**config.mk**
```make
export PLATFORM = sky130hd
export DESIGN_NAME = rgb_to_hsv_converter
export DESIGN_NICKNAME = d
export VERILOG_FILES = /design/src/rth_pkg.sv /design/src/rgb_to_hsv_converter.sv /design/src/rth_sort.sv /design/src/rth_div.sv
export VERILOG_INCLUDE_DIRS = /design/src /design/src/src
export SDC_FILE = /design/constraint.sdc
export NUM_CORES = 1
export LEC_CHECK = 0
export BUFFER_PORTS_ARGS = -buffer_cell sky130_fd_sc_hd__clkbuf_2
export CAP_MARGIN = 40
export CORE_MARGIN = 5
export CORE_UTILIZATION = 35
export DETAILED_ROUTE_END_ITERATION = 8
export PLACE_DENSITY_LB_ADDON = 0.12
export SLEW_MARGIN = 10
export SYNTH_ARGS = -nofsm -noshare
export SYNTH_HDL_FRONTEND = slang
export SYNTH_HIERARCHICAL = 1
export SYNTH_SLANG_ARGS = --single-unit
```
**constraint.sdc**
```tcl
create_clock -name i_clk -period 11.1 [get_ports i_clk]
set_input_delay 1.665 -clock i_clk [delete_from_list [all_inputs] [get_ports i_clk]]
set_output_delay 1.665 -clock i_clk [all_outputs]
set_load 0.005 [all_outputs]
```
**src/assert_macros.svh**
```systemverilog
// ----------------------------------------------------------------------------
// assertion macros
// concurrent checks that vanish when SYNTHESIS is defined
// ----------------------------------------------------------------------------
`ifndef ASSERT_MACROS_SVH
`define ASSERT_MACROS_SVH

`ifndef SYNTHESIS
// property checked on every rising edge outside reset
`define ASSERT_CLK(lbl, clk, rst_n, prop, msg) \
    lbl: assert property (@(posedge clk) disable iff (!rst_n) (prop)) else $error(msg);
// implication checked on every rising edge outside reset
`define ASSERT_IMPLY(lbl, clk, rst_n, ante, cons, msg) \
    lbl: assert property (@(posedge clk) disable iff (!rst_n) (ante) |-> (cons)) \
        else $error(msg);
`else
`define ASSERT_CLK(lbl, clk, rst_n, prop, msg)
`define ASSERT_IMPLY(lbl, clk, rst_n, ante, cons, msg)
`endif

`endif

```
**src/rth_pkg.sv**
```systemverilog
// ----------------------------------------------------------------------------
// rth_pkg
// shared widths and types of the rgb to hsv pipeline
// ----------------------------------------------------------------------------
`default_nettype none

package rth_pkg;

    localparam int CH_W  = 8;
    localparam int SAT_W = 16;
    localparam int HUE_W = 15;

    // sextant of the colour wheel, value equals its domain number
    typedef enum logic [2:0] {
        SEXT_RED_UP = 3'd0,
        SEXT_GRN_DN = 3'd1,
        SEXT_GRN_UP = 3'd2,
        SEXT_BLU_DN = 3'd3,
        SEXT_BLU_UP = 3'd4,
        SEXT_RED_DN = 3'd5
    } t_sext;

    typedef struct packed {
        logic [CH_W-1:0] hi;
        logic [CH_W-1:0] lo;
        logic [CH_W-1:0] mid;
        t_sext           sext;
    } t_sort;

    // full: middle channel ties the maximum, hue offset is one whole sextant
    typedef struct packed {
        logic [CH_W-1:0] bright;
        t_sext           sext;
        logic            grey;
        logic            full;
    } t_side;

endpackage

`default_nettype wire

```
**src/rgb_to_hsv_converter.sv**
```systemverilog
// ----------------------------------------------------------------------------
// rgb_to_hsv_converter
// 8-bit rgb pixel to fixed-point hue, saturation and brightness
// each taken start reaches o_valid via input, sort, setup, divider, output registers
// throughput: one pixel per cycle, busy stays low, results cannot be held off
// depth is set by the two 16-stage bit-per-stage dividers run side by side
// reset clears the valid line only, so beats in flight are dropped
// ----------------------------------------------------------------------------
`default_nettype none
`include "assert_macros.svh"

module rgb_to_hsv_converter
    import rth_pkg::*;
#(
    parameter int HUE_FRAC_BITS = 12
) (
    input  wire logic             i_clk,
    input  wire logic             i_rst_n,
    input  wire logic             start,
    output logic                  busy,
    input  wire logic [CH_W-1:0]  i_red_in,
    input  wire logic [CH_W-1:0]  i_green_in,
    input  wire logic [CH_W-1:0]  i_blue_in,
    output logic                  o_valid,
    output logic      [HUE_W-1:0] o_hue_out,
    output logic      [SAT_W-1:0] o_sat_out,
    output logic      [CH_W-1:0]  o_bright_out
);

    localparam int HW        = HUE_FRAC_BITS + 3;
    localparam int DIV_DEPTH = SAT_W;
    localparam int PIPE_LEN  = DIV_DEPTH + 4;

    logic                   accept;
    logic [PIPE_LEN-1:0]    r_vld;

    logic [CH_W-1:0]        r_red;
    logic [CH_W-1:0]        r_grn;
    logic [CH_W-1:0]        r_blu;
    t_sort                  sort;

    logic [CH_W-1:0]        n_span;
    logic [CH_W+SAT_W-1:0]  n_sat_num;
    logic [CH_W-1:0]        r_span;
    logic [CH_W-1:0]        r_dist;
    logic [CH_W+SAT_W-1:0]  r_sat_num;
    t_side                  r_side [0:DIV_DEPTH];
    t_side                  n_side;

    logic [HUE_FRAC_BITS-1:0] frac;
    logic [SAT_W-1:0]         sat_q;

    logic                   n_up;
    logic [2:0]             n_dom;
    logic [HW-1:0]          n_base;
    logic [HW-1:0]          n_off;
    logic [HW-1:0]          n_sum;
    logic [HW-1:0]          n_hue;
    logic [HW+HUE_W-1:0]    n_hue_ext;
    logic [HUE_W-1:0]       r_hue;
    logic [SAT_W-1:0]       r_sat;
    logic [CH_W-1:0]        r_bright;

    assign busy   = 1'b0;
    assign accept = start & ~busy;

    always_ff @(posedge i_clk) begin
        if (!i_rst_n) begin
            r_vld <= '0;
        end else begin
            r_vld <= {r_vld[PIPE_LEN-2:0], accept};
        end
    end

    always_ff @(posedge i_clk) begin
        r_red <= i_red_in;
        r_grn <= i_green_in;
        r_blu <= i_blue_in;
    end

    rth_sort u_sort (
        .i_clk (i_clk),
        .i_red (r_red),
        .i_grn (r_grn),
        .i_blu (r_blu),
        .o_sort(sort)
    );

    // span*65535 written as span*65536 - span
    always_comb begin
        n_span      = sort.hi - sort.lo;
        n_sat_num   = {n_span, {SAT_W{1'b0}}} - {{SAT_W{1'b0}}, n_span};
        n_side.bright = sort.hi;
        n_side.sext   = sort.sext;
        n_side.grey   = (sort.hi == sort.lo);
        n_side.full   = (sort.mid == sort.hi);
    end

    always_ff @(posedge i_clk) begin
        r_span    <= n_span;
        r_dist    <= sort.mid - sort.lo;
        r_sat_num <= n_sat_num;
        r_side[0] <= n_side;
    end

    for (genvar k = 0; k < DIV_DEPTH; k++) begin : g_side
        always_ff @(posedge i_clk) begin
            r_side[k+1] <= r_side[k];
        end
    end

    // divide by zero on grey or black beats is masked at the output
    // a distance equal to the span does not fit the quotient, the full flag covers it
    rth_div #(
        .W    (CH_W),
        .QW   (HUE_FRAC_BITS),
        .DEPTH(DIV_DEPTH)
    ) u_div_hue (
        .i_clk (i_clk),
        .i_rem (r_dist),
        .i_low ('0),
        .i_den (r_span),
        .o_quot(frac)
    );

    rth_div #(
        .W    (CH_W),
        .QW   (SAT_W),
        .DEPTH(DIV_DEPTH)
    ) u_div_sat (
        .i_clk (i_clk),
        .i_rem (r_sat_num[CH_W+SAT_W-1:SAT_W]),
        .i_low (r_sat_num[SAT_W-1:0]),
        .i_den (r_side[0].bright),
        .o_quot(sat_q)
    );

    always_comb begin
        case (r_side[DIV_DEPTH].sext)
            SEXT_RED_UP, SEXT_GRN_UP, SEXT_BLU_UP: begin
                n_up = 1'b1;
            end
            default: begin
                n_up = 1'b0;
            end
        endcase
        n_dom  = 3'(r_side[DIV_DEPTH].sext) + {2'b00, ~n_up};
        n_base = {n_dom, {HUE_FRAC_BITS{1'b0}}};
        if (r_side[DIV_DEPTH].full) begin
            n_off = {3'b001, {HUE_FRAC_BITS{1'b0}}};
        end else begin
            n_off = {3'b000, frac};
        end
        if (n_up) begin
            n_sum = n_base + n_off;
        end else begin
            n_sum = n_base - n_off;
        end
        // full-turn wrap when a falling offset truncates to zero
        if (n_sum >= {3'd6, {HUE_FRAC_BITS{1'b0}}}) begin
            n_hue = n_sum - {3'd6, {HUE_FRAC_BITS{1'b0}}};
        end else begin
            n_hue = n_sum;
        end
        n_hue_ext = {{HUE_W{1'b0}}, n_hue};
    end

    always_ff @(posedge i_clk) begin
        r_hue    <= r_side[DIV_DEPTH].grey ? '0 : n_hue_ext[HUE_W-1:0];
        r_sat    <= r_side[DIV_DEPTH].grey ? '0 : sat_q;
        r_bright <= r_side[DIV_DEPTH].bright;
    end

    assign o_valid      = r_vld[PIPE_LEN-1];
    assign o_hue_out    = r_hue;
    assign o_sat_out    = r_sat;
    assign o_bright_out = r_bright;

    `ASSERT_IMPLY(a_valid_from_start, i_clk, i_rst_n, o_valid, $past(start, PIPE_LEN),
        "result beat without a matching input beat")
    `ASSERT_IMPLY(a_grey_hue_zero, i_clk, i_rst_n, o_valid && o_sat_out == '0,
        o_hue_out == '0, "zero saturation with non-zero hue")
    `ASSERT_IMPLY(a_black_sat_zero, i_clk, i_rst_n, o_valid && o_bright_out == '0,
        o_sat_out == '0, "black pixel with non-zero saturation")
    `ASSERT_CLK(a_never_busy, i_clk, i_rst_n, !busy, "busy raised")

endmodule

`default_nettype wire

```
**src/rth_sort.sv**
```systemverilog
// ----------------------------------------------------------------------------
// rth_sort
// orders the three channels and picks the sextant, one registered stage
// ----------------------------------------------------------------------------
`default_nettype none

module rth_sort
    import rth_pkg::*;
(
    input  wire logic            i_clk,
    input  wire logic [CH_W-1:0] i_red,
    input  wire logic [CH_W-1:0] i_grn,
    input  wire logic [CH_W-1:0] i_blu,
    output t_sort                o_sort
);

    t_sort            r_sort;
    t_sort            n_sort;
    logic [CH_W+1:0]  n_total;
    logic [CH_W+1:0]  n_mid_ext;

    always_comb begin
        n_sort  = r_sort;
        n_total = {2'b00, i_red} + {2'b00, i_grn} + {2'b00, i_blu};
        // ties: red beats green, green beats blue
        if (i_red >= i_grn && i_red >= i_blu) begin
            n_sort.hi = i_red;
        end else if (i_grn >= i_blu) begin
            n_sort.hi = i_grn;
        end else begin
            n_sort.hi = i_blu;
        end
        if (i_red <= i_grn && i_red <= i_blu) begin
            n_sort.lo = i_red;
        end else if (i_grn <= i_blu) begin
            n_sort.lo = i_grn;
        end else begin
            n_sort.lo = i_blu;
        end
        n_mid_ext  = n_total - {2'b00, n_sort.hi} - {2'b00, n_sort.lo};
        n_sort.mid = n_mid_ext[CH_W-1:0];
        if (i_red == n_sort.hi) begin
            n_sort.sext = (n_sort.mid == i_grn) ? SEXT_RED_UP : SEXT_RED_DN;
        end else if (i_grn == n_sort.hi) begin
            n_sort.sext = (n_sort.mid == i_blu) ? SEXT_GRN_UP : SEXT_GRN_DN;
        end else begin
            n_sort.sext = (n_sort.mid == i_red) ? SEXT_BLU_UP : SEXT_BLU_DN;
        end
    end

    always_ff @(posedge i_clk) begin
        r_sort <= n_sort;
    end

    assign o_sort = r_sort;

endmodule

`default_nettype wire

```
**src/rth_div.sv**
```systemverilog
// ----------------------------------------------------------------------------
// rth_div
// pipelined restoring divider, one quotient bit per stage, padded to DEPTH
// ----------------------------------------------------------------------------
`default_nettype none

module rth_div #(
    parameter int W     = 8,
    parameter int QW    = 16,
    parameter int DEPTH = 16
) (
    input  wire logic          i_clk,
    input  wire logic [W-1:0]  i_rem,
    input  wire logic [QW-1:0] i_low,
    input  wire logic [W-1:0]  i_den,
    output logic      [QW-1:0] o_quot
);

    // i_rem must already be below i_den
    logic [W-1:0]  st_rem [0:DEPTH];
    logic [QW-1:0] st_low [0:DEPTH];
    logic [W-1:0]  st_den [0:DEPTH];
    logic [QW-1:0] st_quo [0:DEPTH];

    assign st_rem[0] = i_rem;
    assign st_low[0] = i_low;
    assign st_den[0] = i_den;
    assign st_quo[0] = '0;

    for (genvar k = 0; k < DEPTH; k++) begin : g_stage
        if (k < QW) begin : g_step
            logic [W:0]    n_sh;
            logic [W:0]    n_diff;
            logic          n_ge;
            logic [W-1:0]  r_rem;
            logic [QW-1:0] r_low;
            logic [W-1:0]  r_den;
            logic [QW-1:0] r_quo;

            always_comb begin
                n_sh   = {st_rem[k], st_low[k][QW-1]};
                n_diff = n_sh - {1'b0, st_den[k]};
                n_ge   = (n_sh >= {1'b0, st_den[k]});
            end

            always_ff @(posedge i_clk) begin
                r_rem <= n_ge ? n_diff[W-1:0] : n_sh[W-1:0];
                r_low <= {st_low[k][QW-2:0], 1'b0};
                r_den <= st_den[k];
                r_quo <= {st_quo[k][QW-2:0], n_ge};
            end

            assign st_rem[k+1] = r_rem;
            assign st_low[k+1] = r_low;
            assign st_den[k+1] = r_den;
            assign st_quo[k+1] = r_quo;
        end else begin : g_pad
            logic [QW-1:0] r_quo;

            always_ff @(posedge i_clk) begin
                r_quo <= st_quo[k];
            end

            assign st_rem[k+1] = st_rem[k];
            assign st_low[k+1] = st_low[k];
            assign st_den[k+1] = st_den[k];
            assign st_quo[k+1] = r_quo;
        end
    end

    assign o_quot = st_quo[DEPTH];

endmodule

`default_nettype wire
```
# After elaboration in Yosys (flattened, before gate mapping)
# Memory sizes are Yosys's and may differ from the RTL's.
# Cells that the tools add are included.
# totals
elab_cells	250
ramBits	221
in_bits	27
n_memories	1
register_bits	948
# mem_list
name	depth	width	read_ports	rd_ports_with_merged_regs	write_ports	line_no	rtl
r_side	17	13	17	0	17	rgb_to_hsv_converter.sv:47	t_side r_side [0:DIV_DEPTH];
# classes
n_addsub	37
order_cmp	35
bitwise	1
n_reduce_logical	4
eq_ne	9
mux	39
# ops
operator	count
$ge 9x8->1	28
$mux 8	30
$sub 8x8->8	30
$eq 8x8->1	7
$mux 15	2
$ge 8x8->1	3
$le 8x8->1	3
$sub 24x8->24	1
$add 8x8->8	2
$add 15x13->15	1
$ge 15x15->1 const B	1
$sub 15x13->15	1
$sub 15x15->15 const B	1
$mux 13	1
$mux 3	4
$add 3x1->3	1
$eq 3x2->1 const B	1
$eq 3x3->1 const B	1
$logic_not 3->1	1
$reduce_or 3->1	1
$logic_and 1x1->1	2
$mux 2	1
$mux 1	1
$not 1->1	1

# Longest topological paths before layout
# Gate-level depths: netlist of run 1.
# An unclocked memory read counts as a cell.
# logic_depth
ltp_word	10
mapped_depth	29
ltp_nobuf	27

# Cells and area by module
# Netlist of run 1, hierarchy kept.
# by_module_without_submodules
mod	area_each_um2	n_inst	cells_per_inst	seq_area_each_um2
rth_div at u_div_sat	17251.5	1	1506	9929.5
rth_div at u_div_hue	12629.6	1	1112	7367.1
rgb_to_hsv_converter	9068.7	1	679	6846.6
rth_sort	3251.9	1	393	540.5

# Worst setup path after synthesis of run 1
# Ideal clock, no wire load.
# synth_timing
path_type	register to register
from	reg r_grn[2]
to	reg u_sort.r_sort (netlist bit u_sort/o_sort[0])
setup_slack_ns	4.814
arrival_ns	6.171
required_time_ns	10.985
setup_ns	0.115
stages_incl_launch_ff	27
cell_sequence	dfxtp_1 > clkbuf_1 > inv_1 > ha_1 > a21o_1 > a21oi_1 > a21oi_1 > o22ai_1 > clkbuf_1 > clkbuf_1 > a21oi_1 > fa_1 > inv_1 > fa_1 > inv_1 > fa_1 > inv_1 > ha_1 > nor2b_1 > o21ai_0 > nand2b_1 > a21o_1 > a21o_1 > xnor2_1 > xnor3_1 > nor3_1 > o21ba_1
# synth_lines
item	line_no	rtl
start, declared	rgb_to_hsv_converter.sv:38	logic [CH_W-1:0] r_grn;
start signal, assigned	rgb_to_hsv_converter.sv:77	r_grn <= i_green_in;
end signal, assigned	rth_sort.sv:52	r_sort <= n_sort;
end, declared	rth_sort.sv:17	t_sort r_sort;

==> results of run 1 <==
-- registers in the layout, indices dropped and copies added, names as in the netlist, 20 cells and up --
name	flops
r_vld	20
u_sort/o_sort	27
u_div_hue/g_stage.g_pad.r_quo	36
u_div_sat/g_stage.g_step.r_low	120
r_sat_num	23
u_div_sat/g_stage.g_step.r_rem	120
u_div_sat/g_stage.g_step.r_den	120
u_div_hue/g_stage.g_step.r_rem	88
u_div_hue/g_stage.g_step.r_quo	78
r_side	221
u_div_sat/g_stage.g_step.r_quo	120
u_div_hue/g_stage.g_step.r_low	66
u_div_hue/g_stage.g_step.r_den	88
-- cell families (layout without fill, tap and decap cells) --
| family | after synthesis | in the layout | share of synthesized area, % |
|---|---|---|---|
| muxes | 114 | 114 | 3.00 |
| buffers and inverters | 448 | 718 | 4.14 |
| adders and majority gates | 330 | 330 | 10.7 |
| DFF | 1233 | 1233 | 58.5 |
| xor gates and xnor gates | 170 | 170 | 3.61 |
| other | 1 | 14 | 0.00889 |
| AOI/OAI and AO/OA | 721 | 721 | 11.7 |
| and+or+nand+nor | 673 | 673 | 8.41 |
-- critical path: stages, from the launching register on --
cell,delay [ns]
dfxtp_1,0.46
inv_1,0.19
ha_1,0.32
o21ai_0,0.14
a21oi_1,0.13
o31ai_2,0.47
nand2_1,0.50
a21oi_1,0.39
a21oi_1,0.15
fa_1,0.50
inv_1,0.05
fa_1,0.50
inv_1,0.05
fa_1,0.49
inv_1,0.04
ha_1,0.32
nor2b_1,0.14
o21ai_0,0.14
nand2b_1,0.12
a21o_1,0.21
a21o_1,0.19
xnor2_1,0.47
xnor3_1,0.43
nor3_1,0.20
o21ba_1,0.18
-- synthesized netlist by cell type, drive strengths merged, types with 15 or more instances --
| master | count | area share [%] |
|---|---|---|
| a21oi | 193 | 2.5 |
| nor2b | 69 | 1.1 |
| o21a | 52 | 0.93 |
| nand2b | 51 | 0.76 |
| clkbuf | 33 | 0.29 |
| fa | 49 | 2.3 |
| dfxtp | 1233 | 58 |
| o31a | 15 | 0.31 |
| buf | 20 | 0.33 |
| and3 | 19 | 0.29 |
| nand3 | 48 | 0.57 |
| nand2 | 159 | 1.4 |
| a21boi | 27 | 0.63 |
| xnor2 | 95 | 2.0 |
| or2 | 15 | 0.22 |
| nand4 | 20 | 0.30 |
| and2 | 39 | 0.61 |
| o21ai | 201 | 2.4 |
| a21o | 58 | 1.0 |
| nor3 | 31 | 0.38 |
| inv | 394 | 3.5 |
| a31o | 16 | 0.33 |
| nor2 | 144 | 1.3 |
| a211oi | 27 | 0.50 |
| xor2 | 73 | 1.5 |
| ha | 281 | 8.3 |
| mux2 | 67 | 1.9 |
| nor4 | 15 | 0.31 |
| mux2i | 47 | 1.1 |
| o31ai | 29 | 0.53 |
-- metal layers --
| layer | wire [um] | part of all wire [%] |
|---|---|---|
| met1 | 33500 | 44 |
| met2 | 37700 | 49 |
| met3 | 2870 | 3.7 |
| met4 | 2720 | 3.5 |
| met5 | 0 | 0 |
-- where the power goes --
group	internal [mW]	switching, mW	total, mW
logic	3.19	3.68	6.87
registers	6.09	0.691	6.78
clock network	2.69	1.78	4.47
-- layout make-up --
| cell class | count | area share, % |
|---|---|---|
| inverters | 395 | 3.02 |
| repair buffers | 78 | 0.906 |
| clock buffers | 183 | 7.77 |
| clock inverters | 62 | 1.56 |
| multi-input cells | 2022 | 32.3 |
| well taps | 1612 | 4.11 |
| flip-flops and latches | 1233 | 50.3 |
-- final timing paths --
check	end	slack, ns	depth (start not counted)
hold reg to reg	u_div_hue/o_quot[4]	0.31	0
setup / recovery	u_sort/o_sort[0]	4.18	24
setup reg to reg	u_sort/o_sort[0]	4.18	24
hold / removal	u_div_hue/o_quot[4]	0.31	0
-- cell usage in the layout, fill, tap and decap left out, types with 12 or more instances in the layout --
| cell type | n |
|---|---|
| a31oi_1 | 13 |
| clkbuf_2 | 66 |
| a21oi_2 | 15 |
| conb_1 | 14 |
| o31ai_1 | 28 |
| nor4_1 | 12 |
| xor2_1 | 72 |
| mux2i_1 | 46 |
| o21ai_0 | 177 |
| inv_1 | 388 |
| or2_2 | 12 |
| and2_1 | 34 |
| and3_1 | 18 |
| ha_1 | 281 |
| nand2b_1 | 51 |
| a211oi_1 | 25 |
| nand3_1 | 48 |
| a31o_2 | 15 |
| a21o_1 | 58 |
| nor2_1 | 144 |
| clkbuf_16 | 137 |
| dfxtp_1 | 1232 |
| nand2_1 | 158 |
| clkinv_2 | 25 |
| clkbuf_8 | 21 |
| o21a_1 | 52 |
| a21boi_0 | 18 |
| nand4_1 | 20 |
| o21ai_1 | 19 |
| fa_1 | 49 |
| clkbuf_1 | 25 |
| nor3_1 | 30 |
| o31a_1 | 15 |
| xnor2_1 | 95 |
| a21oi_1 | 176 |
| nor2b_1 | 66 |
| and4_1 | 14 |
| mux2_2 | 57 |
==> out/metrics.cfg, run 1 <==
[run_status]
status=completed

[setup_path]
r2r-start=r_blu[2]
crit_start=r_blu[2]
critPathKind=flip-flop to flip-flop
start_kind=flip-flop
cp.required_ns=11.74
critPathMaxFanout=18
arrival_ns=7.55
cp-end-kind=flip-flop

[drt]
avgViaCountPerCell=4.40
drt_iter0_markers=960
drt-total-wl_mm=76.8
via_count=24590
postRouteAntennaNets=0
avgRoutedWirePerCell_um=13.7
drt_pass1_iterations=5
route.detailed.drc=0

[cells_and_area]
nets=4222
num_antenna_cells=0
syn2layout_area_growth_pct=16.2
drive_gt1_share_pct=11.9
finalNonFillerCells=5585
fillers=11533
multi_input_area_sq_mm=0.0158
utilization_pct=40.9
regArea_sq_mm=0.0247
final_cell_area_sq_mm=0.0490

[flow_run]
cap_violations=0

[global_route]
globalRouteMet1Util_pct=14.3
grt_pass1_wl_mm=127
antenna_found_initial=0
grt_pass1_vias=24992
grt.total_usage_pct=12.3
grt_max_degree=27
gr-usage-met3_pct=2.73
grt_overflow=0
gr-usage-met2_pct=21.6
top_usage_layer=met2

[floorplan]
die_area_sq_mm=0.128
num_io_pins=68
die_w_um=357
start_util_pct=35.2
rows=127
die_y_um=357
coreArea_sq_mm=0.120

[logic_synthesis]
synth.ff_latch_count=1233
synth_cell_types=105
ys_seq_area_share_pct=58.5
yosysWarnings=6
synth.avg_cell_area_sq_um=11.4
synth_edf_count=0
synth_area_sq_mm=0.0422
synth-main-ff-cell=dfxtp_1
synthCells=3690
async_flop_share_pct=0

[sta]
rsz0062_at_grt=no
drv_slew=0
fmax_mhz=145
fin_crit_ns=6.92
hold-worst-slack_ns=0.306
period_share_pct=62.3
setup-violations-final=0
setup_ws_ns=4.18
skew_ns=0.0290
maxSlewHeadroom_pct=44.1
setup-tns-final_ns=0
hold_viol=0
worstMarginPinSlew_ns=0.836

[placed_design]
placedCellCount=5338
place_ws_ns=4.22
gp_congestion=0.799
place_area_sq_mm=0.0445
dp_hpwl_mm=56.4
portBuffers=66

[clocking]
cts.path.max_buffers=3
hold_buffers=0
cts_resized=0
clkSinkCount=1233
cts_made_buffers=135
cts.htree.levels=4
cts_tree=done
clkSlewWorstSetupHoldPaths_ns=0.06
root_buffer=clkbuf_16
post_cts_buffers=0
clkLatencyLatePin_ns=0.75

[power_and_ir_drop]
power_mw=18.1
power_density_mw_per_mm2=369
vdd_ir_drop_max_uv=187
leakage_nw=21.7

[hold_path]
hp-class=flip-flop to flip-flop
hold_start=u_div_hue/g_stage[14].g_pad.r_quo[4]

(Power assumes the default switching activity.)
==> run 2, diff against run 1 <==
==> constraint.sdc (replaced) <==
create_clock -name i_clk -period 5.8 [get_ports i_clk]
set_input_delay 0.87 -clock i_clk [delete_from_list [all_inputs] [get_ports i_clk]]
set_output_delay 0.87 -clock i_clk [all_outputs]
set_load 0.005 [all_outputs]
==> run 2 against run 1 <==
Effect of this change:
- clock-buffer cell count rose by 13
- power rose by 94%
- sequential share of layout area fell by 0.85 points
- sequential cell count did not move
- sequential power rose by 90%
- highest routed layer unchanged
- global-route usage rose by 0.18 points
- first-iteration DRC count did not move
- die area did not move
==> out/metrics.cfg, run 2 (synthesis results as in run 1) <==
[floorplan]
die_area_sq_mm=0.128  ; unchanged
die_y_um=357  ; unchanged
coreArea_sq_mm=0.120  ; unchanged
rows=127  ; unchanged
die_w_um=357  ; unchanged
start_util_pct=35.2  ; unchanged
num_io_pins=68  ; unchanged

[setup_path]
crit_end=u_sort/o_sort[0]
arrival_ns=6.31  ; -1.24 ns
r2r-end=u_sort/o_sort[0]
r2r-start=r_grn[5]
cp.required_ns=6.43  ; -5.31 ns
cp-end-kind=flip-flop
critPathKind=flip-flop to flip-flop
critPathMaxFanout=5  ; -13
crit_start=r_grn[5]
r2r_setup_slack_ns=0.12  ; -4.06 ns
start_kind=flip-flop
worst_r2r_path_depth=27  ; +13%

[sta]
fmax_mhz=176  ; +22%
fin_crit_ns=5.68  ; -1.24 ns
setup-tns-final_ns=0  ; unchanged
worstMarginPinSlew_ns=0.959  ; +0.123 ns
maxSlewHeadroom_pct=36.1  ; -8.0 points
hold-worst-slack_ns=0.227  ; -0.0793 ns
period_share_pct=97.9  ; +36 points
hold_viol=0  ; unchanged
skew_ns=0.0246  ; -0.00444 ns
setup_ws_ns=0.120  ; -4.06 ns
drv_slew=0  ; unchanged
rsz0062_at_grt=yes
setup-violations-final=0  ; unchanged

[cells_and_area]
regArea_sq_mm=0.0247  ; about the same
drive_gt1_share_pct=14.8  ; +3.0 points
multi_input_area_sq_mm=0.0161  ; +1.3%
syn2layout_area_growth_pct=18.3
fillers=11513  ; -0.17%
nets=4309  ; +2.1%
final_cell_mix=1227 x dfxtp_1, 384 x inv_1, 276 x ha_1
finalNonFillerCells=5673  ; +1.6%
largest_register_ffs=221  ; unchanged
largest_register=r_side
final_common_cell=dfxtp_1
final_cell_area_sq_mm=0.0499  ; +1.8%
utilization_pct=41.7  ; +0.72 points

[placed_design]
gp_congestion=0.820  ; +2.6%
place_area_sq_mm=0.0451  ; +1.4%
placedCellCount=5419  ; +1.5%
place_ws_ns=-0.185  ; -4.41 ns
dp_hpwl_mm=57.3  ; +1.5%
portBuffers=66  ; unchanged

[clocking]
cts_made_buffers=136  ; +0.74%
cts.htree.levels=4  ; unchanged
clkSlewWorstSetupHoldPaths_ns=0.06  ; about the same
clkLatencyLatePin_ns=0.74  ; about the same
root_buffer=clkbuf_16
cts.path.max_buffers=3  ; unchanged
clkSinkCount=1233  ; unchanged
cts_tree=done

[global_route]
globalRouteMet1Util_pct=14.8  ; +0.52 points
grt_pass1_wl_mm=129  ; +1.2%
grt_overflow=0  ; unchanged
grt_max_degree=28  ; +3.7%
antenna_found_initial=2  ; +2
gr-usage-met2_pct=21.4  ; -0.25 points
grt_pass1_vias=25205  ; +0.85%
top_usage_layer=met2
grt.total_usage_pct=12.5  ; +0.18 points
gr-usage-met3_pct=3.14  ; +0.41 points

[drt]
avgViaCountPerCell=4.37  ; -0.73%
route.detailed.drc=0  ; unchanged
via_count=24794  ; +0.83%
drt_pass1_iterations=5  ; unchanged
postRouteAntennaNets=0  ; unchanged
drt_iter0_markers=960  ; unchanged
avgRoutedWirePerCell_um=13.7  ; -0.57%
drt-total-wl_mm=77.5  ; +0.99%

[power_and_ir_drop]
switchingPower_mw=11.9  ; +93%
power_mw=35.1  ; +94%
vdd_ir_drop_max_uv=304  ; +62%
p_int_mw=23.3  ; +95%
pwr-share-comb_pct=38.9  ; +1.0 points
power_density_mw_per_mm2=704  ; +91%
switching_share_pct=33.7  ; -0.18 points
leakage_nw=22.2  ; +2.0%
p_seq_share_pct=36.8  ; -0.6 points
clkPwrFrac_pct=24.3  ; -0.4 points

[run_status]
status=completed

[hold_path]
hp-class=input pin to flip-flop

[flow_run]
cap_violations=0  ; unchanged

[run 2: worst min-delay path by stage]
stage	start	end	depth (start not counted)
floorplan	r_side[0][213]	o_bright_out[0]	0
global placement	r_side[0][219]	o_bright_out[6]	0
detailed placement	r_side[0][93]	r_side[0][106]	0
CTS	i_red_in[3]	r_red[3]	1
global route	i_red_in[6]	r_red[6]	1
finish	i_red_in[3]	r_red[3]	1
[run 2: metal layers]
layer,wire (um),part of all wire [%],vias to the layer above
met4,2850,3.7,0
met5,0,0,-
met1,34300,44,11331
li1,-,-,12977
met3,2960,3.8,152
met2,37500,48,334
[run 2: cell type report]
cell class | count | share of cell area (%)
clock buffers | 196 | 8.17
well taps | 1612 | 4.04
flip-flops and latches | 1233 | 49.5
diodes | 1 | 0.00501
clock inverters | 50 | 1.03
repair buffers | 164 | 2.14
inverters | 395 | 2.97
multi-input cells | 2022 | 32.2
[run 2: worst max-delay path, cell delays in order (launching register included)]
cell and delay [ns]:
dfxtp_2 0.32, inv_1 0.04, ha_1 0.29, nand4_1 0.17
or3b_1 0.43, a22oi_2 0.22, o311ai_4 0.17, buf_4 0.18
buf_4 0.14, nor2_4 0.09, a21oi_4 0.05, fa_2 0.55
fa_2 0.44, fa_2 0.34, inv_2 0.06, ha_2 0.18
inv_2 0.04, fa_2 0.41, nor2b_1 0.13, o21ai_1 0.07
nand2b_1 0.16, xor2_2 0.22, buf_4 0.16, xnor2_1 0.06
a31oi_1 0.14, nand4b_1 0.17, a2bb2oi_1 0.18, o21ba_1 0.17
[run 2: power by group through the flow]
| stage | logic, mW | registers (mW) | clock network, mW |
|---|---|---|---|
| finish | 13.7 | 12.9 | 8.53 |
| global route | 15.5 | 13.3 | 9.27 |
| CTS | 13.8 | 13.0 | 8.89 |
| detailed placement | 13.6 | 13.2 | 0 |
| global placement | 13.6 | 13.2 | 0 |
| floorplan | 10.6 | 12.6 | 0 |
[run 2: what timing repair did]
item / 4_1_cts / 5_1_grt
gates cloned: 0 / 0
pin swaps: 5 / 22
hold buffers: 0 / 0
endpoints found under the hold margin: 0 / 0
endpoints found under the setup margin: 3 / 3
setup buffers: 1 / 6
resized for setup: 10 / 31
==> run 3, diff against run 2 <==
==> constraint.sdc (replaced) <==
create_clock -name i_clk -period 5.84 [get_ports i_clk]
set_input_delay 0.876 -clock i_clk [delete_from_list [all_inputs] [get_ports i_clk]]
set_output_delay 0.876 -clock i_clk [all_outputs]
set_load 0.005 [all_outputs]
==> run 3 against run 2 <==
Effect of this change:
- combinational power about the same
- first-iteration DRC count increased by 1.8%
- critical path type unchanged
- power decreased by 0.57%
==> out/metrics.cfg, run 3 (synthesis results as in run 1) <==
[global_route]
grt_max_degree=28  ; unchanged
antenna_found_initial=1  ; -1
grt_pass1_wl_mm=129  ; about the same
grt_overflow=0  ; unchanged
grt_pass1_vias=25388  ; +0.73%
grt.total_usage_pct=12.4  ; -0.042 points

[clocking]
cts_made_buffers=134  ; -1.5%
cts_tree=done
cts.path.max_buffers=3  ; unchanged
clkSinkCount=1233  ; unchanged
clkLatencyLatePin_ns=0.73  ; about the same
clkSlewWorstSetupHoldPaths_ns=0.06  ; about the same
root_buffer=clkbuf_16
cts.htree.levels=4  ; unchanged

[cells_and_area]
largest_register_ffs=221  ; unchanged
final_common_cell=dfxtp_1
final_cell_mix=1226 x dfxtp_1, 383 x inv_1, 269 x ha_1
nets=4317  ; +0.19%
final_cell_area_sq_mm=0.0500  ; +0.26%
largest_register=r_side
drive_gt1_share_pct=15.6  ; +0.79 points
fillers=11515  ; +0.017%
syn2layout_area_growth_pct=18.6

[sta]
drv_slew=0  ; unchanged
fin_crit_ns=5.66  ; -0.0222 ns
setup-tns-final_ns=0  ; unchanged
rsz0062_at_grt=yes
hold_viol=0  ; unchanged
maxSlewHeadroom_pct=38.1  ; +2.1 points
skew_ns=0.0264  ; +0.00183 ns
period_share_pct=96.9  ; -1.1 points
setup-violations-final=0  ; unchanged
setup_ws_ns=0.182  ; +0.0622 ns
fmax_mhz=177  ; +0.39%
worstMarginPinSlew_ns=0.923  ; -0.0357 ns

[placed_design]
place_area_sq_mm=0.0451  ; about the same
gp_congestion=0.832  ; +1.4%
portBuffers=66  ; unchanged
dp_hpwl_mm=57.9  ; +1.1%
place_ws_ns=-0.189  ; -0.00439 ns

[power_and_ir_drop]
power_density_mw_per_mm2=698  ; -0.82%
vdd_ir_drop_max_uv=337  ; +11%
leakage_nw=22.2  ; about the same

[drt]
drt-total-wl_mm=77.9  ; +0.43%
drt_iter0_markers=977  ; +1.8%
avgViaCountPerCell=4.38  ; +0.13%
drt_pass1_iterations=5  ; unchanged
postRouteAntennaNets=0  ; unchanged
avgRoutedWirePerCell_um=13.7  ; +0.45%
route.detailed.drc=0  ; unchanged
via_count=24822  ; +0.11%

[hold_path]
hp-class=input pin to flip-flop
hold_path_depth=1  ; unchanged

[setup_path]
start_kind=flip-flop
arrival_ns=6.27  ; -0.04 ns
worst_r2r_path_depth=26  ; -3.7%
critPathKind=flip-flop to flip-flop
cp.required_ns=6.46  ; +0.03 ns
cp-end-kind=flip-flop
critPathMaxFanout=5  ; unchanged

[floorplan]
die_w_um=357  ; unchanged
die_y_um=357  ; unchanged
coreArea_sq_mm=0.120  ; unchanged
rows=127  ; unchanged
start_util_pct=35.2  ; unchanged
num_io_pins=68  ; unchanged
die_area_sq_mm=0.128  ; unchanged

[flow_run]
cap_violations=0  ; unchanged

[run_status]
status=completed

[run 3: cell types whose count changed in the layout (fill, tap and decap cells not counted), moves of 6 or more]
cell and delta:
a21oi_1 -7, ha_1 -7, buf_4 +6, ha_4 +6, a21oi_2 +6, clkbuf_16 -10
[run 3: per-layer routing]
layer | share of wire [%] | GRT usage, % | wire [um]
met5 | 0 | 0 | 0
met3 | 3.5 | 2.73 | 2690
met4 | 3.8 | 5.58 | 2950
met1 | 44 | 14.6 | 34300
met2 | 49 | 21.7 | 38000
[run 3: stage by stage]
| step | hold WS [ns] | std cells | total power [mW] | utilization, % |
|---|---|---|---|---|
| floorplan | 0.310 | 3703 | 23.1 | - |
| global placement | 0.310 | 5424 | 26.7 | 37.6 |
| detailed placement | 0.312 | 5425 | 26.7 | 37.7 |
| CTS | 0.174 | 5661 | 35.2 | 41.4 |
| global route | 0.189 | 5672 | 37.9 | 41.8 |
| finish | 0.242 | 5672 | 34.9 | 41.8 |
[run 3: power by group]
group,internal [mW],switching [mW]
combinational,6.58,7.32
sequential,11.6,1.29
clock,4.87,3.32
[run 3: layout make-up]
type | count | area, sq um | area share, %
Antenna cell | 1 | 2.50 | 0.00500
Clock inverter | 55 | 658 | 1.32
Timing Repair Buffer | 174 | 1160 | 2.31
Clock buffer | 180 | 3760 | 7.51
Multi-Input combinational cell | 2022 | 16300 | 32.5
Inverter | 395 | 1480 | 2.96
Sequential cell | 1233 | 24700 | 49.3
Tap cell | 1612 | 2020 | 4.03
[run 3: worst paths after layout]
| check | from | endpoint | slack (ns) |
|---|---|---|---|
| max reg2reg | r_grn[3] | u_sort/o_sort[0] | 0.18 |
| min | i_red_in[6] | r_red[6] | 0.24 |
| max | r_grn[3] | u_sort/o_sort[0] | 0.18 |
| min reg2reg | r_side[0][36] | r_side[0][49] | 0.30 |
[run 3: worst max-delay path: stages (launching register included)]
cell and delay (ns):
dfxtp_1 0.33, inv_1 0.08, ha_4 0.27, and3_4 0.18, or3b_4 0.37, a22oi_2 0.22, o311ai_4 0.19, nor2_2 0.15
a21oi_2 0.05, fa_1 0.55, inv_1 0.05, fa_1 0.47, inv_1 0.04, fa_1 0.52, inv_1 0.06, ha_1 0.27
a21o_1 0.19, a21o_1 0.17, a21o_1 0.18, a21oi_2 0.18, xnor2_2 0.15, xnor2_1 0.10, nor4_2 0.28, buf_4 0.15
and2_4 0.14, a2bb2oi_2 0.04, o21ba_1 0.18
[run 3: repair_timing]
item	CTS	global route
cloned	0	0
hold buffers	0	0
pin swaps	4	36
setup buffers	1	10
setup endpoints to repair	3	3
gates resized for setup	8	79
